==> src/design/pbs_pkg.sv <==
`timescale 1ns / 1ps
// ----------------------------------------------------------------------------
// pbs_pkg: shared types and constants for the saturating pixel binner
// Register map codes, field widths, the front/back item flags and the
// saturating add used on the run sum and the line store.
// ----------------------------------------------------------------------------
package pbs_pkg;

   // field widths fixed by the interface
   localparam int PIXEL_W      = 16;
   localparam int CSR_INDEX_W  = 8;
   localparam int CSR_DATA_W   = 16;
   localparam int FRAME_W_W    = 13;
   localparam int FRAME_H_W    = 16;
   localparam int BIN_W        = 5;

   // power-on frame geometry
   localparam int RESET_FRAME_WIDTH  = 1024;
   localparam int RESET_FRAME_HEIGHT = 1024;

   // defaults for the top-level parameters
   localparam int DEFAULT_MAX_WIDTH = 4096;
   localparam int DEFAULT_MAX_BIN   = 16;

   // entries in the queue between front and back
   localparam int PBS_QUEUE_DEPTH = 2;

   localparam logic [PIXEL_W-1:0] SAT_MAX = 16'hFFFF;

   // register indexes on the csr port
   typedef enum logic [CSR_INDEX_W-1:0] {
      REG_FRAME_WIDTH  = 8'd0,
      REG_FRAME_HEIGHT = 8'd1,
      REG_BIN_X        = 8'd2,
      REG_BIN_Y        = 8'd3
   } pbs_reg_type;

   // classification of one kept pixel, set by the front
   typedef struct packed {
      logic first_col;   // first pixel of a horizontal group
      logic group_end;   // last pixel of a horizontal group
      logic first_row;   // first row of a vertical group
      logic emit;        // block completes here
      logic row_done;
      logic frame_done;
   } pbs_flags_type;

   // 16-bit add that clips at full scale
   function automatic logic [PIXEL_W-1:0] sat_add(input logic [PIXEL_W-1:0] a,
                                                   input logic [PIXEL_W-1:0] b);
      logic [PIXEL_W:0] sum;
      sum = {1'b0, a} + {1'b0, b};
      return sum[PIXEL_W] ? SAT_MAX : sum[PIXEL_W-1:0];
   endfunction

endpackage

==> src/design/pbs_queue.sv <==
`timescale 1ns / 1ps
// ----------------------------------------------------------------------------
// pbs_queue: short queue between front and back
// Small circular buffer; full is a registered count so the input stall does
// not depend on the back side in the same cycle.
// ----------------------------------------------------------------------------
module pbs_queue import pbs_pkg::*; #(
   parameter int DATA_W = 8
) (
   input  logic              clock,
   input  logic              reset,
   input  logic              push,
   input  logic [DATA_W-1:0] push_data,
   input  logic              pop,
   output logic              head_valid,
   output logic [DATA_W-1:0] head_data,
   output logic              full
);

   localparam int PW   = (PBS_QUEUE_DEPTH > 1) ? $clog2(PBS_QUEUE_DEPTH) : 1;
   localparam int CNTW = $clog2(PBS_QUEUE_DEPTH + 1);

   logic [DATA_W-1:0] entries_ff [PBS_QUEUE_DEPTH];
   logic [PW-1:0]     wr_ptr_ff, wr_ptr_in;
   logic [PW-1:0]     rd_ptr_ff, rd_ptr_in;
   logic [CNTW-1:0]   count_ff, count_in;

   assign head_valid = (count_ff != '0);
   assign full       = (count_ff == CNTW'(PBS_QUEUE_DEPTH));
   assign head_data  = entries_ff[rd_ptr_ff];

   // pointer and occupancy update
   always_comb begin
      wr_ptr_in = wr_ptr_ff;
      rd_ptr_in = rd_ptr_ff;
      count_in  = count_ff;
      if (push) begin
         wr_ptr_in = (wr_ptr_ff == PW'(PBS_QUEUE_DEPTH - 1)) ? '0 : wr_ptr_ff + PW'(1);
      end
      if (pop) begin
         rd_ptr_in = (rd_ptr_ff == PW'(PBS_QUEUE_DEPTH - 1)) ? '0 : rd_ptr_ff + PW'(1);
      end
      if (push && !pop) begin
         count_in = count_ff + CNTW'(1);
      end else if (pop && !push) begin
         count_in = count_ff - CNTW'(1);
      end
   end

   always_ff @(posedge clock) begin
      if (reset) begin
         wr_ptr_ff <= '0;
         rd_ptr_ff <= '0;
         count_ff  <= '0;
      end else begin
         wr_ptr_ff <= wr_ptr_in;
         rd_ptr_ff <= rd_ptr_in;
         count_ff  <= count_in;
      end
   end

   // storage
   always_ff @(posedge clock) begin
      if (push) begin
         entries_ff[wr_ptr_ff] <= push_data;
      end
   end

endmodule

==> config.mk <==
export PLATFORM = sky130hd
export DESIGN_NAME = pbs_queue
export DESIGN_NICKNAME = d
export VERILOG_FILES = /design/src/design/pbs_pkg.sv /design/src/design/pbs_queue.sv
export SDC_FILE = /design/constraint.sdc
export NUM_CORES = 1
export LEC_CHECK = 0
export BUFFER_PORTS_ARGS = -buffer_cell sky130_fd_sc_hd__buf_2
export CAP_MARGIN = 25
export CORE_MARGIN = 3
export CORE_UTILIZATION = 49
export CTS_BUF_LIST = sky130_fd_sc_hd__clkbuf_16
export DETAILED_ROUTE_END_ITERATION = 12
export PLACE_DENSITY = 0.76
export REMOVE_ABC_BUFFERS = 1
export SLEW_MARGIN = 5
export SYNTH_ARGS = -nofsm -noshare
export SYNTH_HDL_FRONTEND = slang
export SYNTH_SLANG_ARGS = --single-unit
==> constraint.sdc <==
create_clock -name clock -period 2 [get_ports clock]
set_clock_uncertainty 0.15 [all_clocks]
set_input_delay 0.2 -clock clock [delete_from_list [all_inputs] [get_ports clock]]
set_output_delay 0.2 -clock clock [all_outputs]
set_load 0.02 [all_outputs]
## Word level (Yosys, flattened, before mapping)

Memory sizes are Yosys's and may differ from the RTL's. A register that Yosys moved wholly into a read port is not among the register bits.
Index checks and enable logic that the tools add are counted.

- Input bits: 12
- Memories kept: 1
- Bits in writable memories: 16
- Output and inout port bits: 10
- Flip-flop bits (word level): 4

Memory list:

| memory | words | bits a word | rd ports | clocked after Yosys merged registers in | write ports | line | source |
|---|---|---|---|---|---|---|---|
| entries_ff | 2 | 8 | 1 | 1 | 1 | pbs_queue.sv:23 | `logic [DATA_W-1:0] entries_ff [PBS_QUEUE_DEPTH];` |

- Eq/ne operators: 1
- Add/sub/neg operators: 4
- Mux-type cells: 8
- Reductions and logical operators: 6

Operators by type and width:

| operator | number |
|---|---|
| 2-to-1 mux 1 bit | 6 |
| 2-to-1 mux 2 bit | 2 |
| nonzero test 2 bit | 2 |
| adder 1 bit (second input constant) | 2 |
| adder 2 x 1 -> 2 bit (second input constant) | 1 |
| equality test 2 bit (second input constant) | 1 |
| logical AND 1 bit | 2 |
| zero test 1 bit | 2 |
| subtractor 2 x 1 -> 2 bit (second input constant) | 1 |

## Depth between registers and ports, before layout

Gate-level depths: netlist of the first run.

- Depth in word-level cells: 4
- Gate-level depth with buffers: 5

## Worst setup path before layout of the first run

OpenSTA, ideal clock, no wires.

- Kind: flip-flop to flip-flop
- Start point: register wr_ptr_ff
- End point: memory entries_ff[0][0], enable pin
- Stages on the path, launching flop included: 2
- Slack: 762 ps
- Data arrival time: 715 ps
- Buffers on the path: 0
- Library setup time: 373 ps
- Cell sequence: dfxtp_1 nor2b_1

RTL lines:

| what | line | source |
|---|---|---|
| start: declaration | pbs_queue.sv:24 | `logic [PW-1:0] wr_ptr_ff, wr_ptr_in;` |
| start signal: assignment | pbs_queue.sv:56 | `wr_ptr_ff <= wr_ptr_in;` |
| end: declaration | pbs_queue.sv:23 |  |

Straight into the memory's write port.

==> flow_summary.toml, run 1 <==
[power]
pwr-share-seq = 0.485
internal_power_mw = 0.845
p_leak_nw = 0.436
p_sw_mw = 0.232
power_density_mw_per_mm2 = 1010
peakVddDrop_mv = 0.710
p_sw_frac = 0.215
clkPwrFrac = 0.376
combPwrFrac = 0.139

[grt]
antenna_found_initial = 0
grt_max_degree = 13
grt.total_usage = 0.145
grt_pass1_wl_um = 2000
first_global_vias = 465
gr-total-overflow = 0

[sta]
fin_crit_ns = 1.65
drv_slew = 0
timing.final.crit_share = 0.826
timing.fmax_mhz = 605
max_slew_margin = 0.740
hold_violations = 0
worst_slew_pin_slew_ns = 0.391
hold_ws_ns = 0.0112
setup_viol = 0
fin_tns_setup_ns = 0
rsz0062_at_grt = "false"

[critical_path]
cp-end-kind = "primary output"
crit_slowest_cell = "dfxtp_1"
start_kind = "register"
cpLargestDelayFamily = "flip-flops"
worst_path_largest_cell_delay_ns = 0.51
required_ns = 1.65
worstSetupPathType = "reg2out"
reg2reg_from = "wr_ptr_ff"
cp_max_fo = 8
critPathBufInv = 1
critPathArrivalTime_ns = 1.30
crit_chain = "mux2_2 > buf_2"
reg2reg_slack_ns = 0.75

[yosys]
yosys_warnings = 0
synth-edff-count = 16
synth.area.top_cells = "edfxtp_1, dfxtp_1, mux2_2, xnor2_1, xor2_1"
yosysMostFrequentCell = "edfxtp_1"
synthTopCellsByCount = "edfxtp_1, mux2_2, dfxtp_1"
async_reset_ff_frac = 0
yosysTopAreaCell = "edfxtp_1"
yosysTopAreaCellShare = 0.611
synth.distinct_cells = 16
yosysSeqAreaShare = 0.739
synth_seq_cells = 21
netlist_instances = 47
netlist_area_um2 = 786
synth.avg_cell_area_um2 = 16.7
synth-main-ff-cell = "edfxtp_1"

[routing]
drt-met1-wl_um = 542
vias = 452
first_pass_iters = 2
viasPerCell = 4.81
wirelength_um = 1270
drc = 0
wl_met2_um = 655
met3_length_um = 62
antenna_left = 0
drt-initial-drc-count = 6
routedWlPerCell_um = 13.5
top_layer = "met4"

[die]
design.core.area_mm2 = 0.00140
dieHeight_um = 46.0
rows = 13
die_x_um = 46.0
dieArea_mm2 = 0.00212
initial_utilization = 0.562
io_pins = 22

[finish]
n_fill_cell = 92
fin_cells = 94
drive_gt1_frac = 0.456
antenna_cells = 0
layout.nets = 93
syn2layout_area_growth_pct = 35.2

[placed_design]
numPlacedInstances = 83
dp_hpwl_um = 797
place_congestion = 0.671
io_buffers = 21

[clock_tree]
hold_buffers = 7
cts_root_buf = "clkbuf_16"
clk-insertion-delay-late_ns = 0.25
postCtsSetupBuffers = 0
ctsLongestPathBuffers = 2
cts_tree = "built"
cts_made_buffers = 3
htree_levels = 1
clock_sinks = 21
cts_resized = 0
clk_pin_slew_worst_paths_ns = 0.05

[status]
status = "completed"

[job]
maxCapViolCount = 0

[min_path]
holdCritPathClass = "in2reg"
hp-start = "push_data[1]"
-- metrics by stage --
step / power [mW] / utilization / area [µm²] / worst slack (ns)
6_report: 1.08 / 0.759 / 1060 / 0.348
5_1_grt: 1.12 / 0.759 / 1060 / 0.280
4_1_cts: 1.09 / 0.759 / 1060 / 0.334
3_5_place_dp: 0.671 / 0.652 / 912 / 0.609
3_3_place_gp: 0.668 / 0.652 / 912 / 0.613
2_1_floorplan: 0.620 / - / 781 / 0.762
-- placed cells by master, fill, tap and decap left out, drive strengths merged --
cell type / instances
a21oi: 1
and2: 1
and2b: 1
buf: 22
clkbuf: 3
clkinv: 1
dfxtp: 5
dlygate4sd3: 7
edfxtp: 16
ha: 1
inv: 1
mux2: 8
nor2: 4
nor2b: 1
o21ai: 1
or2: 1
or3: 1
xnor2: 2
xor2: 2
-- metal layers --
| layer | vias to the layer above | global-route usage |
|---|---|---|
| met4 | 0 | 0.0852 |
| li1 | 233 | - |
| met5 | - | 0 |
| met3 | 2 | 0.0395 |
| met2 | 10 | 0.250 |
| met1 | 207 | 0.155 |
-- power groups by stage --
| stage | clock (mW) | combinational [mW] | sequential [mW] |
|---|---|---|---|
| 2_1_floorplan | 0 | 0.0933 | 0.527 |
| 3_3_place_gp | 0 | 0.138 | 0.530 |
| 3_5_place_dp | 0 | 0.140 | 0.531 |
| 4_1_cts | 0.417 | 0.151 | 0.523 |
| 5_1_grt | 0.430 | 0.165 | 0.527 |
| 6_report | 0.405 | 0.149 | 0.522 |
-- area by class of cell --
type | count | area, µm² | share of cell area
Multi-Input combinational cell | 24 | 196 | 0.185
Clock buffer | 3 | 75.1 | 0.0707
Timing Repair Buffer | 29 | 183 | 0.172
Tap cell | 15 | 18.8 | 0.0177
Clock inverter | 1 | 5.00 | 0.00471
Sequential cell | 21 | 581 | 0.547
Inverter | 1 | 3.75 | 0.00353
-- logic make-up (layout without fill, tap and decap cells) --
logic type | count (synthesis) | in the layout | synth area share
adder cells (fa/ha/maj) | 1 | 1 | 0.0159
AND/OR/NAND/NOR | 9 | 9 | 0.0621
AO/OA/AOI/OAI | 2 | 2 | 0.0127
buffers and inverters | 2 | 34 | 0.0111
multiplexers | 8 | 8 | 0.115
XOR/XNOR | 4 | 4 | 0.0446
flip-flops | 21 | 21 | 0.739
-- path summary, 6_finish.rpt --
path | to | cells after the start
min | entries_ff[1][1] | 1
max reg2reg | entries_ff[0][6] | 2
min reg2reg | count_ff[1] | 2
max | head_data[4] | 2
-- state kept, by name (all words and copies together) (netlist names), named ones only --
signal,count
count_ff,2
rd_ptr_ff,1
entries_ff,16
wr_ptr_ff,1
No activity file was read; power rests on OpenSTA's default activity.
==> inputs of run 2 (changes only) <==
- CORE_UTILIZATION: 49 -> 44
- PLACE_DENSITY: 0.76 -> 0.72
- clock period: 2 -> 1.4 ns (I/O delays scaled with it)
==> run 2 against run 1 <==
Compared with the run above:
- global-route usage is 0.46 points higher
- sequential share of layout area is 6.9 points lower
- the run now ends with negative setup slack left
- worst hold slack better by 0.012 ns
- highest routed layer unchanged
- design area is 15% higher
- largest power group unchanged
- clock power is 41% higher
- sequential power is 43% higher
- clock-buffer cell count stayed put
==> flow_summary.toml, run 2 (synthesis gave the netlist of run 1 again) <==
[routing]
drt-initial-drc-count = 5
routedWlPerCell_um = 13.1
antenna_left = 0
drc = 0
viasPerCell = 4.41
vias = 485
first_pass_iters = 3
wirelength_um = 1440

[clock_tree]
clock_sinks = 21
clk-insertion-delay-late_ns = 0.24
ctsLongestPathBuffers = 2
cts_root_buf = "clkbuf_16"
cts_made_buffers = 3
htree_levels = 1
cts_tree = "built"
clk_pin_slew_worst_paths_ns = 0.05

[min_path]
holdCritPathClass = "in2reg"
whs_path_depth = 3
min_to = "rd_ptr_ff"
hp-start = "pop"

[sta]
setup_ws_ns = -0.0540
timing.fmax_mhz = 688
max_slew_margin = 0.879
worst_slew_pin_slew_ns = 0.180
setup_viol = 8
fin_crit_ns = 1.45
fin_tns_setup_ns = -0.344
rsz0062_at_grt = "true"
hold_violations = 0
drv_slew = 0
timing.final.crit_share = 1.04

[finish]
drive_gt1_frac = 0.477
syn2layout_area_growth_pct = 55.1
finish.utilization = 0.765
layout_commonest_cell = "edfxtp_1"
final_area_mm2 = 0.00122
largest_reg_flops = 16
largest-register = "entries_ff"
biggestRegsByFlops = "entries_ff: 16 flops, count_ff: 2 flops"
n_fill_cell = 96
final_cell_mix = "edfxtp_1, buf_2, buf_6"
antenna_cells = 0
layout.nets = 100

[job]
maxCapViolCount = 0

[critical_path]
cp_max_fo = 4
required_ns = 1.11
reg2reg_to = "count_ff[1]"
crit_chain = "buf_6 > mux2_4 > buf_6"
reg2reg_from = "count_ff[0]"
crit_top_cell = "buf_6"
worst_path_largest_cell_delay_ns = 0.34
cp-end-kind = "primary output"
r2r_cells = 3
crit_slowest_cell = "dfxtp_2"
worstSetupPathType = "reg2out"
reg2reg_slack_ns = 0.20
critPathArrivalTime_ns = 1.16
start_kind = "register"

[die]
rows = 14
io_pins = 22
initial_utilization = 0.493
design.core.area_mm2 = 0.00159
die_x_um = 48.3
dieHeight_um = 48.3
dieArea_mm2 = 0.00233

[placed_design]
dp_hpwl_um = 886
place_congestion = 0.622
io_buffers = 21
dpl_cell_area_um2 = 961

[status]
violations = "negative setup slack"
status = "finished, violations left"

[power]
p_leak_nw = 0.521
power_density_mw_per_mm2 = 1330
peakVddDrop_mv = 1.11

[grt]
first_global_vias = 514
grt_pass1_wl_um = 2160
grt_max_degree = 12
grt.total_usage = 0.150
antenna_found_initial = 0
gr-total-overflow = 0
## run 2: changes by cell type in the layout (fill, tap and decap cells not counted), sizes merged
| cell | before | now |
|---|---|---|
| buf | 22 | 27 |
| inv | 1 | 2 |
| clkinv | 1 | 0 |
| dlygate4sd3 | 7 | 9 |
## run 2: area by class of cell
cell class / count / area, µm² / share of cell area
Tap cell: 24 / 30.0 / 0.0246
Sequential cell: 21 / 582 / 0.477
Timing Repair Buffer: 36 / 298 / 0.244
Clock buffer: 3 / 75.1 / 0.0616
Multi-Input combinational cell: 24 / 226 / 0.186
Clock inverter: 1 / 3.75 / 0.00308
Inverter: 1 / 3.75 / 0.00308
## run 2: worst max-delay path, delay by kind of cell (launching register included)
family | cells | cell delay, ns
buffers and inverters | 2 | 0.26
DFF | 1 | 0.34
muxes | 1 | 0.31
## run 2: what timing repair did
| action | CTS | global route |
|---|---|---|
| endpoints found under the hold margin | 21 | 0 |
| gates resized for setup | 27 | 0 |
| hold buffers | 9 | 0 |
| setup endpoints to repair | 8 | 8 |
| pin swaps | 0 | 0 |
| buffers inserted | 0 | 0 |
| cloned | 0 | 0 |
## run 2: layer usage
| layer | global-route usage | vias to the layer above | part of all wire |
|---|---|---|---|
| met2 | 0.263 | 10 | 0.54 |
| met1 | 0.144 | 225 | 0.41 |
| met3 | 0.0775 | 2 | 0.040 |
| li1 | - | 248 | - |
| met4 | 0.0645 | 0 | 0.013 |
| met5 | 0 | - | 0 |
## run 2: power breakdown
group	leakage, nW	internal, mW	switching, mW	total [mW]
logic	0.287	0.171	0.133	0.304
registers	0.192	0.722	0.0230	0.745
clock network	0.0423	0.379	0.191	0.570
total	0.521	1.27	0.347	1.62
## run 2: how the worst max path moves through the flow
stage	endpoint	cells after the start	slack [ns]	startpoint
after floorplan	entries_ff[0][0]	1	0.16	wr_ptr_ff
after global placement	count_ff[1]	4	0.12	push
after detailed placement	count_ff[1]	4	0.08	push
after CTS	head_data[3]	3	-0.04	register
after global routing	head_data[4]	3	-0.09	register
final	head_data[3]	3	-0.05	register
## run 2: stage by stage
stage                     total power [mW]  std cells  setup WS (ns)  hold slack (ns)
after CTS                             1.63        110        -0.0406           0.0309
after detailed placement             0.979         97         0.0805            0.181
final                                 1.62        110        -0.0540           0.0232
after global placement               0.971         97          0.123            0.178
after global routing                  1.68        110        -0.0878           0.0497
after floorplan                      0.886         46          0.162           0.0591
