<file path="config.mk">
export PLATFORM = sky130hd
export DESIGN_NAME = pbs_front
export DESIGN_NICKNAME = d
export VERILOG_FILES = /design/src/design/pbs_pkg.sv /design/src/design/pbs_front.sv
export SDC_FILE = /design/constraint.sdc
export NUM_CORES = 1
export LEC_CHECK = 0
export BUFFER_PORTS_ARGS = -buffer_cell sky130_fd_sc_hd__buf_2
export CAP_MARGIN = 25
export CORE_MARGIN = 1
export CORE_UTILIZATION = 30
export DETAILED_ROUTE_END_ITERATION = 7
export GPL_ROUTABILITY_DRIVEN = 0
export REMOVE_ABC_BUFFERS = 1
export SLEW_MARGIN = 20
export SYNTH_ARGS = -nofsm -noshare
export SYNTH_HDL_FRONTEND = slang
export SYNTH_SLANG_ARGS = --single-unit
</file>
<file path="constraint.sdc">
create_clock -name clock -period 4.2 [get_ports clock]
set_clock_uncertainty 0.05 [all_clocks]
set_input_delay 0 -clock clock [delete_from_list [all_inputs] [get_ports clock]]
set_output_delay 0 -clock clock [all_outputs]
set_load 0.005 [all_outputs]
</file>
<file path="src/design/pbs_pkg.sv">
`timescale 1ns / 1ps
// ----------------------------------------------------------------------------
// pbs_pkg: shared types and constants for the saturating pixel binner
// Register map codes, field widths, the front/back item flags and the
// saturating add used on the run sum and the line store.
// ----------------------------------------------------------------------------
package pbs_pkg;

   // field widths fixed by the interface
   localparam int PIXEL_W      = 16;
   localparam int CSR_INDEX_W  = 8;
   localparam int CSR_DATA_W   = 16;
   localparam int FRAME_W_W    = 13;
   localparam int FRAME_H_W    = 16;
   localparam int BIN_W        = 5;

   // power-on frame geometry
   localparam int RESET_FRAME_WIDTH  = 1024;
   localparam int RESET_FRAME_HEIGHT = 1024;

   // defaults for the top-level parameters
   localparam int DEFAULT_MAX_WIDTH = 4096;
   localparam int DEFAULT_MAX_BIN   = 16;

   // entries in the queue between front and back
   localparam int PBS_QUEUE_DEPTH = 2;

   localparam logic [PIXEL_W-1:0] SAT_MAX = 16'hFFFF;

   // register indexes on the csr port
   typedef enum logic [CSR_INDEX_W-1:0] {
      REG_FRAME_WIDTH  = 8'd0,
      REG_FRAME_HEIGHT = 8'd1,
      REG_BIN_X        = 8'd2,
      REG_BIN_Y        = 8'd3
   } pbs_reg_type;

   // classification of one kept pixel, set by the front
   typedef struct packed {
      logic first_col;   // first pixel of a horizontal group
      logic group_end;   // last pixel of a horizontal group
      logic first_row;   // first row of a vertical group
      logic emit;        // block completes here
      logic row_done;
      logic frame_done;
   } pbs_flags_type;

   // 16-bit add that clips at full scale
   function automatic logic [PIXEL_W-1:0] sat_add(input logic [PIXEL_W-1:0] a,
                                                   input logic [PIXEL_W-1:0] b);
      logic [PIXEL_W:0] sum;
      sum = {1'b0, a} + {1'b0, b};
      return sum[PIXEL_W] ? SAT_MAX : sum[PIXEL_W-1:0];
   endfunction

endpackage

</file>
<file path="src/design/pbs_front.sv">
`timescale 1ns / 1ps
// ----------------------------------------------------------------------------
// pbs_front: frame position tracking and pixel classification
// Holds the geometry registers and the raster position, drops pixels outside
// whole bins and tags each kept pixel with its group position and line address.
// ----------------------------------------------------------------------------
module pbs_front import pbs_pkg::*; #(
   parameter int MAX_WIDTH = DEFAULT_MAX_WIDTH,
   parameter int MAX_BIN   = DEFAULT_MAX_BIN
) (
   input  logic                          clock,
   input  logic                          reset,
   // pixel input
   input  logic                          req_valid,
   input  logic                          q_full,
   input  logic [PIXEL_W-1:0]            req_pixel_value,
   // configuration writes
   input  logic                          csr_valid,
   input  logic [CSR_INDEX_W-1:0]        csr_index,
   input  logic [CSR_DATA_W-1:0]         csr_wdata,
   // queue push
   output logic                          push,
   output logic [PIXEL_W-1:0]            push_pixel,
   output logic [$clog2(MAX_WIDTH)-1:0]  push_addr,
   output pbs_flags_type                 push_flags
);

   localparam int CW  = $clog2(MAX_WIDTH + 1);
   localparam int CIW = $clog2(MAX_WIDTH);
   localparam int BW  = $clog2(MAX_BIN + 1);
   localparam int CBW = $clog2(MAX_BIN);
   localparam int FW_RESET = (RESET_FRAME_WIDTH > MAX_WIDTH) ? MAX_WIDTH : RESET_FRAME_WIDTH;

   // clamped geometry
   logic [CW-1:0]        fw_ff, fw_in;
   logic [FRAME_H_W-1:0] fh_ff, fh_in;
   logic [BW-1:0]        bx_ff, bx_in;
   logic [BW-1:0]        by_ff, by_in;

   // raster position
   logic [CIW-1:0]       ci_ff, ci_in;
   logic [FRAME_H_W-1:0] ri_ff, ri_in;
   logic [CBW-1:0]       cib_ff, cib_in;
   logic [CBW-1:0]       rib_ff, rib_in;
   logic [CIW-1:0]       bc_ff, bc_in;
   logic                 col_ok_ff, col_ok_in;
   logic                 row_ok_ff, row_ok_in;

   logic                 accept;
   logic                 restart;
   logic [CW-1:0]        fw_rem;
   logic [FRAME_H_W-1:0] fh_rem;
   logic                 grp_end;
   logic                 row_last;
   logic                 row_end;
   logic                 frame_end;
   logic                 col_ok;
   logic                 row_ok;
   logic                 rd;

   // bin factor clamp: zero reads as one, large values stop at MAX_BIN
   function automatic logic [BW-1:0] clamp_bin(input logic [BIN_W-1:0] v);
      logic [BW-1:0] r;
      if (v == '0) begin
         r = BW'(1);
      end else if (32'(v) > 32'(MAX_BIN)) begin
         r = BW'(MAX_BIN);
      end else begin
         r = BW'(v);
      end
      return r;
   endfunction

   assign accept = req_valid && !q_full;

   // register decode
   always_comb begin
      fw_in   = fw_ff;
      fh_in   = fh_ff;
      bx_in   = bx_ff;
      by_in   = by_ff;
      restart = 1'b0;
      if (csr_valid) begin
         unique case (csr_index)
            REG_FRAME_WIDTH: begin
               restart = 1'b1;
               if (csr_wdata[FRAME_W_W-1:0] == '0) begin
                  fw_in = CW'(1);
               end else if (32'(csr_wdata[FRAME_W_W-1:0]) > 32'(MAX_WIDTH)) begin
                  fw_in = CW'(MAX_WIDTH);
               end else begin
                  fw_in = CW'(csr_wdata[FRAME_W_W-1:0]);
               end
            end
            REG_FRAME_HEIGHT: begin
               restart = 1'b1;
               fh_in   = (csr_wdata[FRAME_H_W-1:0] == '0) ? FRAME_H_W'(1)
                                                          : csr_wdata[FRAME_H_W-1:0];
            end
            REG_BIN_X: begin
               restart = 1'b1;
               bx_in   = clamp_bin(csr_wdata[BIN_W-1:0]);
            end
            REG_BIN_Y: begin
               restart = 1'b1;
               by_in   = clamp_bin(csr_wdata[BIN_W-1:0]);
            end
            default: begin
               restart = 1'b0;
            end
         endcase
      end
   end

   // classification: whole-group checks are made at group starts and held
   always_comb begin
      fw_rem    = fw_ff - CW'(ci_ff);
      fh_rem    = fh_ff - ri_ff;
      col_ok    = (cib_ff == '0) ? (32'(fw_rem) >= 32'(bx_ff)) : col_ok_ff;
      row_ok    = (rib_ff == '0) ? (32'(fh_rem) >= 32'(by_ff)) : row_ok_ff;
      grp_end   = (32'(cib_ff) + 32'd1) >= 32'(bx_ff);
      row_last  = (32'(rib_ff) + 32'd1) >= 32'(by_ff);
      row_end   = (32'(ci_ff) + 32'd1) >= 32'(fw_ff);
      frame_end = (32'(ri_ff) + 32'd1) >= 32'(fh_ff);
      rd        = 32'(fw_rem) <= 32'(bx_ff);
      col_ok_in = col_ok;
      row_ok_in = row_ok;

      push                  = accept && col_ok && row_ok;
      push_pixel            = req_pixel_value;
      push_addr             = bc_ff;
      push_flags.first_col  = (cib_ff == '0);
      push_flags.group_end  = grp_end;
      push_flags.first_row  = (rib_ff == '0);
      push_flags.emit       = grp_end && row_last;
      push_flags.row_done   = rd;
      push_flags.frame_done = rd && (32'(fh_rem) <= 32'(by_ff));
   end

   // position advance
   always_comb begin
      cib_in = grp_end ? '0 : cib_ff + CBW'(1);
      rib_in = rib_ff;
      ri_in  = ri_ff;
      if (row_end) begin
         ci_in  = '0;
         cib_in = '0;
         bc_in  = '0;
         rib_in = row_last ? '0 : rib_ff + CBW'(1);
         if (frame_end) begin
            ri_in  = '0;
            rib_in = '0;
         end else begin
            ri_in = ri_ff + FRAME_H_W'(1);
         end
      end else begin
         ci_in = ci_ff + CIW'(1);
         bc_in = grp_end ? bc_ff + CIW'(1) : bc_ff;
      end
   end

   always_ff @(posedge clock) begin
      if (reset) begin
         fw_ff     <= CW'(FW_RESET);
         fh_ff     <= FRAME_H_W'(RESET_FRAME_HEIGHT);
         bx_ff     <= BW'(1);
         by_ff     <= BW'(1);
         ci_ff     <= '0;
         ri_ff     <= '0;
         cib_ff    <= '0;
         rib_ff    <= '0;
         bc_ff     <= '0;
         col_ok_ff <= 1'b0;
         row_ok_ff <= 1'b0;
      end else if (restart) begin
         fw_ff  <= fw_in;
         fh_ff  <= fh_in;
         bx_ff  <= bx_in;
         by_ff  <= by_in;
         ci_ff  <= '0;
         ri_ff  <= '0;
         cib_ff <= '0;
         rib_ff <= '0;
         bc_ff  <= '0;
      end else if (accept) begin
         ci_ff     <= ci_in;
         ri_ff     <= ri_in;
         cib_ff    <= cib_in;
         rib_ff    <= rib_in;
         bc_ff     <= bc_in;
         col_ok_ff <= col_ok_in;
         row_ok_ff <= row_ok_in;
      end
   end

endmodule

</file>
# Word level (Yosys, flattened, before mapping)
# Cells that the tools add are included.
[word_totals] register_bits=89 input_bits=45 output_inout_bits=35 wordCells=75
[op_classes] n_addsub=11 n_lt_le_gt_ge=10 eq_ne=3 mux=17 bitwise_logic=1 reduce_logical=22
[ops] op="12-bit 2-to-1 mux" n=3
[ops] op="16-bit 2-to-1 mux" n=2
[ops] op="13-bit 2-to-1 mux" n=2
[ops] op="12-bit by 1-bit adder with 12-bit output, second input constant" n=2
[ops] op="16-bit by 1-bit adder with 17-bit output, second input constant" n=1
[ops] op="17-bit by 16-bit >= comparator with 1-bit output" n=1
[ops] op="16-bit by 1-bit adder with 16-bit output, second input constant" n=1
[ops] op="8-bit by 2-bit == test with 1-bit output, second input constant" n=2
[ops] op="16-bit by 5-bit >= comparator with 1-bit output" n=1
[ops] op="16-bit by 5-bit less-or-equal comparator with 1-bit output" n=1
[ops] op="16-bit logical NOT" n=1
[ops] op="4-bit 2-to-1 mux" n=4
[ops] op="16-bit subtractor" n=1
[ops] op="12-bit by 1-bit adder with 13-bit output, second input constant" n=1
[ops] op="13-bit >= comparator" n=1
[ops] op="13-bit by 5-bit >= comparator with 1-bit output" n=1
[ops] op="13-bit > comparator, second input constant" n=1
[ops] op="13-bit by 5-bit less-or-equal comparator with 1-bit output" n=1
[ops] op="13-bit logical NOT" n=1
[ops] op="13-bit by 12-bit subtractor with 13-bit output" n=1
[ops] op="3-bit AND reduction" n=4
[ops] op="4-bit by 1-bit adder with 5-bit output, second input constant" n=2
[ops] op="5-bit >= comparator" n=2
[ops] op="5-bit 2-to-1 mux" n=2
[ops] op="14 further kinds" n=25

# Depth between registers and ports, before layout
# Gate-level depths: netlist of run 1.
[depth] word_depth=6 mapped_depth=17 ltp_nobuf=15

# Least setup slack after synthesis of run 1
# No wires, ideal clock.
[synth_path] path_kind="reg-to-reg" startpoint="reg ci_ff[1]" endpoint="reg bc_ff[10] (netlist: push_addr[10])" setup_ns=0.124 t_arrival_ns=3.405 t_required_ns=4.026 setup_slack_ns=0.621 path_stages_with_launch=16 path_buffers=1 synth_period_minus_slack_ns=3.579 cell_sequence="dfxtp_1 and3_1 and3_1 and3_1 and3_1 nand3_1 xnor2_1 ha_1 a2111o_1 a211oi_1 a31oi_1 a211oi_1 clkbuf_1 nor4_1 xnor2_1 nor2_1"
[synth_via] elab_chain_cells=4 elab_cells_between_ends=5 cone_classes="1 x add/sub; 1 x order compare; 1 x mux; 2 x reduce/logical"
[synth_lines] element="start, declared" line="pbs_front.sv:41" text="logic [CIW-1:0] ci_ff, ci_in;"
[synth_lines] element="start signal, assigned" line="pbs_front.sv:186" text="ci_ff <= ci_in;"
[synth_lines] element="12-bit by 1-bit adder with 13-bit output *" line="pbs_front.sv:123" text="row_end = (32'(ci_ff) + 32'd1) >= 32'(fw_ff);"
[synth_lines] element="13-bit >= comparator *" line="pbs_front.sv:123"
[synth_lines] element="2-bit nonzero test (no line)"
[synth_lines] element="2-bit AND reduction (no line)"
[synth_lines] element="end signal, assigned" line="pbs_front.sv:190" text="bc_ff <= bc_in;"
[synth_lines] element="end, declared" line="pbs_front.sv:45" text="logic [CIW-1:0] bc_ff, bc_in;"
# Every way passes the cells marked *; elsewhere a longest branch is shown, timed or not.
# A chain may end at the register's enable or synchronous reset.

# Worst setup path in the final report of run 1
[layout_path] startpoint="reg ri_ff[2]" endpoint="out push"
[layout_via] elab_chain_cells=4
[layout_lines] element="start, declared" line="pbs_front.sv:42" text="logic [FRAME_H_W-1:0] ri_ff, ri_in;"
[layout_lines] element="start signal, assigned" line="pbs_front.sv:187" text="ri_ff <= ri_in;"
[layout_lines] element="16-bit subtractor" line="pbs_front.sv:118" text="fh_rem = fh_ff - ri_ff;"
[layout_lines] element="16-bit by 5-bit >= comparator with 1-bit output" line="pbs_front.sv:120" text="row_ok = (rib_ff == '0) ? (32'(fh_rem) >= 32'(by_ff)) : row_ok_ff;"
[layout_lines] element="1-bit 2-to-1 mux" line="pbs_front.sv:120"
[layout_lines] element="1-bit logical AND" line="pbs_front.sv:129" text="push = accept && col_ok && row_ok;"
[layout_lines] element="end, declared" line="pbs_front.sv:22" text="output logic push,"
# No other way between the ends.

==> results.tsv, run 1 <==
stage	metric	value	unit
clock_network	clock latency on the worst-skew pair	350	ps
die	Die X-Extent	155.5	um
routing	Post-route DRC	0	
critical_path	crit-path max FO	7	
sta	Worst-Margin Slew	794.7	ps
critical_path	Largest stage delay, worst path	490	ps
yosys	post-synthesis cell type count	73	
clock_network	H-Tree Depth	3	
yosys	Mapped Cells	913	
clock_network	clock slew at reported path FFs	70	ps
global_route	largest net degree at the start of global routing	44	
routing	Detail Route Antenna Nets	0	
routing	drt total wl	18.62	mm
die	chip height	155.5	um
yosys	flops & latches, synth	89	
final_layout	layout cells sized above 1	9.485	%
status	run status	complete, no violations	
sta	setup TNS	0	ps
final_layout	Ant. Diodes	0	
placement	hpwl dp	14.42	mm
final_layout	Layout Nets	1095	
die	die area	24160	sq um
die	Initial Utilization	30.92	%
pwr	Leak	0.003198	uW
sta	Max Transition Viols Final	0	
placement	placed cells	1236	
yosys	EDFF count, synth	0	
sta	final count of negative-setup-slack endpoints	0	
global_route	GR Overflow Total	0	
yosys	Syn Area/Cell	7.737	sq um
global_route	vias in the first global route	6095	
yosys	ys async rst share	0	%
critical_path	CP Data Arrival Time	3780	ps
placement	PortBufs	47	
yosys	mapped cell area	7064	sq um
sta	RSZ-0062 raised after global routing	false	
critical_path	crit path max-delay cell type	nor3_1	
yosys	post-synth top area share	25.22	%
flow_run	Max-cap violations	0	
clock_network	# clock sinks	89	
critical_path	CP Capture Type	primary output	
sta	fmax	261.1	MHz
sta	final hold violations	0	
hold_path	Hold/Removal Path Class	input pin to flop	
final_layout	Area Growth Syn to Fin	15.46	%
routing	Vias	6438	
sta	crit path time final	3830	ps
yosys	Post-synth top flop	dfxtp_1	
critical_path	Setup CP Type	flop to primary output	
critical_path	crit-path cells	inv_1 -> ha_1 -> nor2b_4 -> o31a_1 -> o41a_4 -> a311oi_2 -> o21ai_1 -> a221o_1 -> nor3_1 -> a211oi_1 -> buf_2	
yosys	YS warnings	0	
global_route	first-pass GRT wire length	30.55	mm
pwr	peak supply drop	0.1623	mV
sta	Slew HR	47.02	%
global_route	GRT Util Overall	15.61	%
final_layout	post-route non-filler standard cell count	1283	
clock_network	clk buf depth	2	
global_route	initial antenna violation count	0	
clock_network	CTS tree	built	
yosys	largest area contributor in the netlist	dfxtp_1	
routing	DR WL/cell	14.51	um
routing	DR iter-0 viols	244	
die	I/O pin cnt	80	
final_layout	final instance area	8157	sq um
pwr	Power per Cell Area	241.5	nW/um^2
placement	DP Area	7533	sq um
clock_network	Num CTS Buffers	9	
die	row cnt	55	
die	Core Box Area	22850	sq um
yosys	largest cells by area after synthesis	dfxtp_1 25%, ha_1 15%, a21oi_1 5.7%	
yosys	register area share after synthesis	25.22	%
critical_path	worst endpoint required time	4150	ps
routing	router iterations before antenna repair	4	
clock_network	clk root buf	clkbuf_16	
routing	Via density	5.018	
sta	period utilization	91.20	%
critical_path	Worst setup SP type	flop	
worst max-delay path: cells and delay by family, from the launching register on:
kind | cells | cell delay, ps
flops | 1 | 440
fa+ha+maj | 1 | 360
compound gates | 6 | 1680
simple gates | 2 | 640
buf+inv | 2 | 310
area by class of cell:
type,count,area (sq um)
Sequential cell,89,1782
Fill cell,2478,14690
Clock buffer,11,242.7
Multi-Input combinational cell,697,4748
Timing Repair Buffer,90,635.6
Clock inverter,5,63.81
Inverter,78,292.8
Tap cell,313,391.6
cells in the final DEF (no fill, tap or decap), types with 12 or more instances in the layout:
| master | instances |
|---|---|
| nand2_1 | 90 |
| dfxtp_1 | 89 |
| ha_1 | 83 |
| a21oi_1 | 81 |
| inv_1 | 78 |
| nor2_1 | 73 |
| buf_2 | 47 |
| nand3_1 | 43 |
| xnor2_1 | 39 |
| o21ai_0 | 37 |
| dlygate4sd3_1 | 31 |
| and3_1 | 19 |
| nor3_1 | 15 |
| nor2b_1 | 14 |
| nand4_1 | 14 |
| mux2i_1 | 14 |
| nand2b_1 | 13 |
| a21o_1 | 13 |
| o21a_1 | 12 |
| buf_4 | 12 |
synth_stat cells, drive strengths merged, types with 4 or more instances:
cell	number
a211o	4
a211oi	10
a21o	13
a21oi	82
a22oi	8
a31oi	7
and2	6
and3	19
buf	27
clkbuf	22
dfxtp	89
ha	83
inv	78
mux2i	14
nand2	90
nand2b	13
nand3	43
nand4	14
nand4b	6
nor2	73
nor2b	15
nor3	15
nor3b	8
nor4	12
o211ai	5
o21a	12
o21ai	38
o22ai	4
or2	7
xnor2	39
xor2	6
timing repair:
action,4_1_cts,5_1_grt
setup buffers,0,0
endpoints found under the hold margin,37,0
hold buffers,31,0
resized for setup,0,1
endpoints found under the setup margin,0,1
worst paths after layout:
check | startpoint | depth (start not counted) | slack [ps] | endpoint
hold reg to reg | ri_ff[6] | 2 | 420 | ri_ff[6]
setup reg to reg | ci_ff[1] | 14 | 380 | push_addr[2]
hold / removal | csr_wdata[0] | 4 | 120 | bx_ff[0]
setup / recovery | ri_ff[2] | 11 | 370 | push
kinds of logic (layout without fill, tap and decap cells):
family                     after synthesis  in the layout  synth area share (%)
and+or+nand+nor                        334            334                 24.00
AOI/OAI and AO/OA                      217            217                 19.84
buffers and inverters                  127            184                 7.811
DFF                                     89             89                 25.22
adders and majority gates               86             86                 15.41
xor gates and xnor gates                45             45                 5.579
muxes                                   15             15                 2.143
state kept, by name, indices dropped and copies added, names as in the netlist:
signal / flops
push_addr: 12
by_ff: 5
ri_ff: 16
row_ok_ff: 1
col_ok_ff: 1
bx_ff: 5
fw_ff: 13
cib_ff: 4
ci_ff: 12
fh_ff: 16
rib_ff: 4
per-stage QoR:
step           util (%)  total power (uW)  setup WS [ps]  hold slack [ps]
2_1_floorplan         -              1028          35.05           -50.00
3_3_place_gp      32.97              1120          431.5           -49.90
3_5_place_dp      32.97              1123          335.6           -49.90
4_1_cts           35.67              1989          316.0            102.9
5_1_grt           35.70              2051          55.68            157.1
6_report          35.70              1970          369.7            117.7
power by group:
part           total [uW]  leakage [uW]  switching, uW  internal (uW)
registers             858      0.000718           6.76            851
clock network         841      0.000146            359            482
logic                 271       0.00233            156            116
per-layer routing:
metal | global-route usage, % | wire length, um | vias up | share of wire, %
li1 | - | - | 3324 | -
met1 | 20.63 | 9035 | 3028 | 49
met2 | 27.16 | 9002 | 75 | 48
met3 | 1.421 | 378 | 11 | 2.0
met4 | 3.922 | 204 | 0 | 1.1
met5 | 0 | 0 | - | 0
Note: power is estimated with default switching activity, not from simulation.
==> run 2, diff against run 1 <==
==> constraint.sdc (replaced) <==
create_clock -name clock -period 4.7 [get_ports clock]
set_clock_uncertainty 0.05 [all_clocks]
set_input_delay 0 -clock clock [delete_from_list [all_inputs] [get_ports clock]]
set_output_delay 0 -clock clock [all_outputs]
set_load 0.005 [all_outputs]
==> run 2 against run 1 <==
  * Global-route usage fell by 0.091 points
  * Core utilization decreased by 0.18 points
  * Total power decreased by 12%
  * Via count shrank 0.39%
  * Largest power group unchanged
  * Sequential share of layout area up 0.11 points
  * Sequential power fell by 11%
  * Setup slack better by 240 ps
  * Design area down 0.51%
  * Sequential cell count is the same
  * Clock power shrank 14%
  * Highest routed layer unchanged
  * Largest cell class unchanged
==> results.tsv, run 2 (same netlist as run 1, synthesis figures left out) <==
stage	metric	value	unit	change
critical_path	Largest stage delay, worst path	460	ps	-30 ps
critical_path	crit-path cells	and3_1 -> and3_1 -> and3_1 -> and3_1 -> nand3_1 -> xnor2_1 -> ha_1 -> a2111o_1 -> a211oi_1 -> a31oi_1 -> buf_4 -> nor2_1 -> nand3_1 -> a21oi_1		
sta	period utilization	86.94	%	
routing	DR WL/cell	14.25	um	-1.8%
sta	Slew HR	43.43	%	-3.6 points
clock_network	clk buf depth	2		unchanged
final_layout	Area Growth Syn to Fin	14.88	%	
die	I/O pin cnt	80		unchanged
status	run status	complete, no violations		
critical_path	Worst setup SP type	flop		
routing	Vias	6413		-0.39%
pwr	peak supply drop	0.1809	mV	+11%
hold_path	Hold/Removal Path Class	input pin to flop		
die	chip height	155.5	um	unchanged
placement	hpwl dp	14.15	mm	-1.9%
critical_path	Critical Path Most Common Cell	and3_1		
die	Die X-Extent	155.5	um	unchanged
sta	fmax	244.7	MHz	
clock_network	CTS resizes	0		unchanged
final_layout	final core utilization	35.52	%	-0.18 points
routing	Detail Route Antenna Nets	0		unchanged
pwr	Leak	0.003177	uW	-0.64%
sta	RSZ-0062 raised after global routing	false		
routing	drt total wl	18.23	mm	-2.1%
clock_network	Num CTS Buffers	9		unchanged
placement	placed cells	1232		-0.32%
clock_network	CTS tree	built		
flow_run	Max-cap violations	0		unchanged
routing	DR iter-0 viols	263		+7.8%
final_layout	layout cells sized above 1	9.110	%	-0.37 points
global_route	GRT Util Overall	15.52	%	-0.091 points
die	row cnt	55		unchanged
critical_path	crit path max-delay cell type	a2111o_1		
global_route	first-pass GRT wire length	30.59	mm	+0.13%
pwr	Power per Cell Area	212.6	nW/um^2	-12%
sta	Max Transition Viols Final	0		unchanged
die	Core Box Area	22850	sq um	unchanged
final_layout	Layout Nets	1091		-0.37%
routing	Via density	5.014		about the same
sta	final hold violations	0		unchanged
critical_path	worst endpoint required time	4920	ps	+770 ps
placement	PortBufs	47		unchanged
final_layout	commonest cells after routing, fill and taps aside	90 x nand2_1, 89 x dfxtp_1, 83 x ha_1		
critical_path	crit-path max FO	18		+11
final_layout	most common cell after layout, fill and taps aside	nand2_1		
global_route	initial antenna violation count	0		unchanged
final_layout	largest registers	fh_ff: 16 flops, ri_ff: 16 flops, fw_ff: 13 flops		
die	die area	24160	sq um	unchanged
clock_network	clk root buf	clkbuf_16		
die	Initial Utilization	30.92	%	unchanged
routing	Post-route DRC	0		unchanged
critical_path	Setup CP Type	flop to flop		
sta	setup TNS	0	ps	unchanged
final_layout	Ant. Diodes	0		unchanged
clock_network	H-Tree Depth	3		unchanged
clock_network	Post-CTS Setup Inserts	0		unchanged
routing	router iterations before antenna repair	5		+1
clock_network	# clock sinks	89		unchanged
clock_network	clock slew at reported path FFs	60	ps	about the same
critical_path	CP Capture Type	flop		
global_route	vias in the first global route	6106		+0.18%
final_layout	post-route non-filler standard cell count	1279		-0.31%
critical_path	CP Data Arrival Time	4300	ps	+520 ps
pwr	Pwr Total	1725	uW	-12%
sta	Worst-Margin Slew	848.5	ps	+53.80 ps
critical_path	worst path bufs/invs	1		-1
global_route	largest net degree at the start of global routing	44		unchanged
critical_path	Crit path max-delay family	simple AND/OR/NAND/NOR gates		
clock_network	clock latency on the worst-skew pair	350	ps	about the same
sta	crit path time final	4086	ps	
final_layout	fill count	2428		-2.0%
global_route	GR Overflow Total	0		unchanged
sta	final count of negative-setup-slack endpoints	0		unchanged
[run 2: layout make-up]
| type | instances | area (sq um) | share of cell area [%] |
|---|---|---|---|
| clock buffer | 13 | 280.3 | 3.454 |
| clock inverter | 3 | 21.27 | 0.2621 |
| inverter | 78 | 292.8 | 3.608 |
| multi-input combinational | 697 | 4742 | 58.43 |
| sequential | 89 | 1782 | 21.96 |
| tap | 313 | 391.6 | 4.826 |
| timing repair buffer | 86 | 605.6 | 7.462 |
[run 2: stage by stage]
stage,instance area [sq um],hold slack [ps],setup WS [ps]
after global placement,7503,-49.90,640.3
final,8115,94.67,613.8
after CTS,8115,77.10,554.2
after floorplan,6805,-50.00,535.0
after detailed placement,7503,-49.90,578.2
after global routing,8115,130.0,202.5
[run 2: tightest hold or removal path, delay by kind of cell]
| family | cells | cell delay (ps) |
|---|---|---|
| buf+inv | 2 | 210 |
| simple gates | 1 | 100 |
| compound gates | 2 | 130 |
[run 2: where the power goes]
part / switching (uW) / leakage, uW / internal (uW)
logic: 136 / 0.00231 / 102
registers: 5.92 / 0.000718 / 761
clock network: 303 / 0.000148 / 417
total: 445 / 0.00318 / 1280
[run 2: routing by layer]
metal / track usage, % / up-vias / part of all wire (%)
li1: - / 3305 / -
met1: 20.91 / 3011 / 50
met2: 25.88 / 82 / 46
met3: 1.866 / 15 / 2.0
met4: 4.482 / 0 / 1.4
met5: 0 / - / 0
[run 2: path summary, 6_finish.rpt]
check | from | slack (ps) | cells after the start | endpoint
setup / recovery | ci_ff[1] | 610 | 14 | ci_ff[6]
setup reg to reg | ci_ff[1] | 610 | 14 | ci_ff[6]
hold reg to reg | ri_ff[11] | 420 | 2 | ri_ff[11]
hold / removal | csr_wdata[0] | 90 | 5 | fh_ff[0]
[run 2: timing repair]
action,CTS,global route
setup endpoints to repair,0,0
hold endpoints to repair,39,0
hold buffers,31,0
==> run 3, diff against run 2 <==
--- a/config.mk
+++ b/config.mk
@@ -8,9 +8,10 @@
 export BUFFER_PORTS_ARGS = -buffer_cell sky130_fd_sc_hd__buf_2
 export CAP_MARGIN = 25
 export CORE_MARGIN = 1
-export CORE_UTILIZATION = 30
+export CORE_UTILIZATION = 55
 export DETAILED_ROUTE_END_ITERATION = 7
 export GPL_ROUTABILITY_DRIVEN = 0
+export PLACE_DENSITY = 0.75
 export REMOVE_ABC_BUFFERS = 1
 export SLEW_MARGIN = 20
 export SYNTH_ARGS = -nofsm -noshare
==> run 3 against run 2 <==
  * The flow now finishes with violations (negative hold slack)
  * Hold slack got worse by 100 ps
  * Via count rose by 2.3%
  * First-iteration DRC count rose by 86%
  * Critical path type unchanged
  * Register-to-register slack improved by 100 ps
  * Final cell count fell by 11%
  * Combinational power barely moved
  * Sequential share of layout area rose by 0.52 points
  * Total power fell by 1.5%
  * Clock-buffer cell count fell by 1
  * Sequential power barely moved
==> results.tsv, run 3 (same netlist as run 1, synthesis figures left out) <==
stage	metric	value	unit	change
status	run status	complete, but fails checks		
status	failing checks	negative hold slack		
die	row cnt	41		-25%
clock_network	Post-CTS Setup Inserts	0		unchanged
routing	DR WL/cell	15.42	um	+8.2%
final_layout	post-route non-filler standard cell count	1139		-11%
critical_path	crit-path cells	and3_1 -> and3_1 -> and3_1 -> and3_1 -> nand3_1 -> xnor2_1 -> ha_1 -> a2111o_1 -> a211oi_1 -> a31oi_1 -> buf_4 -> nor2_1 -> nand3_1 -> a21oi_1		
placement	DP Area	7327	sq um	-2.4%
clock_network	clock latency on the worst-skew pair	350	ps	about the same
routing	Vias	6558		+2.3%
critical_path	Setup CP Type	flop to flop		
final_layout	most common cell after layout, fill and taps aside	nand2_1		
critical_path	crit path max-delay cell type	nor2_1		
critical_path	R2R depth	14		unchanged
final_layout	layout cells sized above 1	8.997	%	-0.11 points
hold_path	Hold Startpoint	csr_index[1]		
die	I/O pin cnt	80		unchanged
clock_network	clock slew at reported path FFs	70	ps	about the same
pwr	peak supply drop	0.2166	mV	+20%
pwr	sequential fraction of design power	45.1	%	+0.7 points
clock_network	clk buf depth	2		unchanged
critical_path	R2R Path Start	ci_ff[1]		
critical_path	instance count on the critical path	14		unchanged
final_layout	Layout Nets	1092		+0.092%
routing	Via density	5.758		+15%
critical_path	Largest stage delay, worst path	470	ps	about the same
routing	Detail Route Antenna Nets	0		unchanged
die	Initial Utilization	56.21	%	+25 points
placement	PortBufs	47		unchanged
sta	period utilization	84.80	%	-2.1 points
routing	Post-route DRC	0		unchanged
die	chip height	115.3	um	-26%
global_route	largest net degree at the start of global routing	44		unchanged
die	Die X-Extent	115.3	um	-26%
final_layout	final instance area	7928	sq um	-2.3%
placement	hpwl dp	13.20	mm	-6.7%
critical_path	worst endpoint required time	4920	ps	about the same
pwr	Leak	0.003170	uW	-0.22%
critical_path	Setup crit end	ci_ff[10]		
clock_network	CTS tree	built		
final_layout	largest registers	fh_ff: 16 flops, ri_ff: 16 flops, fw_ff: 13 flops		
sta	RSZ-0062 raised after global routing	false		
critical_path	R2R setup slack	710	ps	+100 ps
critical_path	Worst setup startpoint	ci_ff[1]		
placement	placed cells	1091		-11%
critical_path	Crit path max-delay family	simple AND/OR/NAND/NOR gates		
pwr	Switching Share	26.84	%	+1.0 points
sta	setup TNS	0	ps	unchanged
global_route	initial antenna violation count	0		unchanged
critical_path	worst path bufs/invs	1		unchanged
sta	Slew HR	44.52	%	+1.1 points
final_layout	Area Growth Syn to Fin	12.22	%	
sta	final hold violations	1		+1
hold_path	Hold/Removal Path Class	input pin to flop		
critical_path	crit-path max FO	18		unchanged
sta	worst hold slack	-5.776	ps	-100.4 ps
flow_run	Max-cap violations	0		unchanged
die	die area	13300	sq um	-45%
sta	fmax	250.9	MHz	+2.5%
critical_path	CP Capture Type	flop		
global_route	first-pass GRT wire length	28.12	mm	-8.1%
critical_path	Critical Path Most Common Cell	and3_1		
pwr	internal power	1243	uW	-2.9%
sta	Max Transition Viols Final	0		unchanged
routing	router iterations before antenna repair	5		unchanged
pwr	Power per Cell Area	214.3	nW/um^2	+0.81%
sta	crit path time final	3986	ps	-100.6 ps
routing	drt total wl	17.56	mm	-3.7%
global_route	GRT Util Overall	26.66	%	+11 points
sta	final count of negative-setup-slack endpoints	0		unchanged
pwr	combinational share of power	13.9	%	about the same
sta	Worst-Margin Slew	832.2	ps	-16.29 ps
die	Core Box Area	12570	sq um	-45%
critical_path	Worst setup SP type	flop		
global_route	vias in the first global route	5925		-3.0%
critical_path	CP Data Arrival Time	4200	ps	-100 ps
clock_network	CTS resizes	0		unchanged
clock_network	H-Tree Depth	3		unchanged
routing	DR iter-0 viols	489		+86%
pwr	P_sw	456.0	uW	+2.4%
pwr	clock power share	40.9	%	-0.9 points
clock_network	CTS Hold Bufs	31		unchanged
global_route	GR Overflow Total	0		unchanged
clock_network	clk root buf	clkbuf_16		
final_layout	Ant. Diodes	0		unchanged
clock_network	# clock sinks	89		unchanged
final_layout	commonest cells after routing, fill and taps aside	90 x nand2_1, 89 x dfxtp_1, 83 x ha_1		
clock_network	Num CTS Buffers	9		unchanged
critical_path	Critical R2R Capture	ci_ff[10]		
[run 3: cell count changes in the layout (fill, tap and decap cells not counted)]
cell	before	now
clkbuf_8	4	1
buf_4	8	9
clkinv_4	0	1
inv_8	0	1
clkinv_2	1	0
clkbuf_1	0	2
[run 3: worst min path at each step]
stage,endpoint,slack (ps),cells past startpoint
floorplan,push_pixel[0],-50,0
global placement,push_pixel[0],-50,0
detailed placement,push_pixel[0],-50,0
CTS,bx_ff[0],60,4
global route,fh_ff[2],30,4
finish,fh_ff[3],-6,4
[run 3: through the flow]
| step | util [%] | hold slack (ps) | power, uW | setup slack, ps |
|---|---|---|---|---|
| after floorplan | - | -50.00 | 918.8 | 535.0 |
| after global placement | 58.30 | -49.90 | 994.1 | 864.8 |
| after detailed placement | 58.30 | -49.90 | 995.1 | 716.2 |
| after CTS | 63.02 | 60.71 | 1703 | 701.8 |
| after global routing | 63.08 | 30.17 | 1757 | 264.8 |
| final | 63.08 | -5.776 | 1699 | 714.4 |
[run 3: worst min-delay path, cell delays in order]
cell	delay [ps]
buf_2	120
nor2_1	100
nand2_1	70
a21oi_1	50
[run 3: layout make-up]
type | count | area, sq um
Fill cell | 1146 | 4641
Tap cell | 172 | 215.2
Sequential cell | 89 | 1782
Inverter | 78 | 292.8
Clock inverter | 4 | 36.28
Timing Repair Buffer | 87 | 613.1
Multi-Input combinational cell | 697 | 4742
Clock buffer | 12 | 246.5
[run 3: power groups by stage]
stage / logic [uW] / clock network (uW) / registers, uW
2_1_floorplan: 137 / 0 / 782
3_3_place_gp: 211 / 0 / 783
3_5_place_dp: 212 / 0 / 783
4_1_cts: 236 / 702 / 766
5_1_grt: 258 / 733 / 767
6_report: 237 / 696 / 766
[run 3: layer usage]
layer	vias up	GRT usage, %	routed length [um]
li1	3325	-	-
met1	3034	35.26	8276
met2	168	44.75	8115
met3	31	2.741	743
met4	0	10.04	426
met5	-	0	0
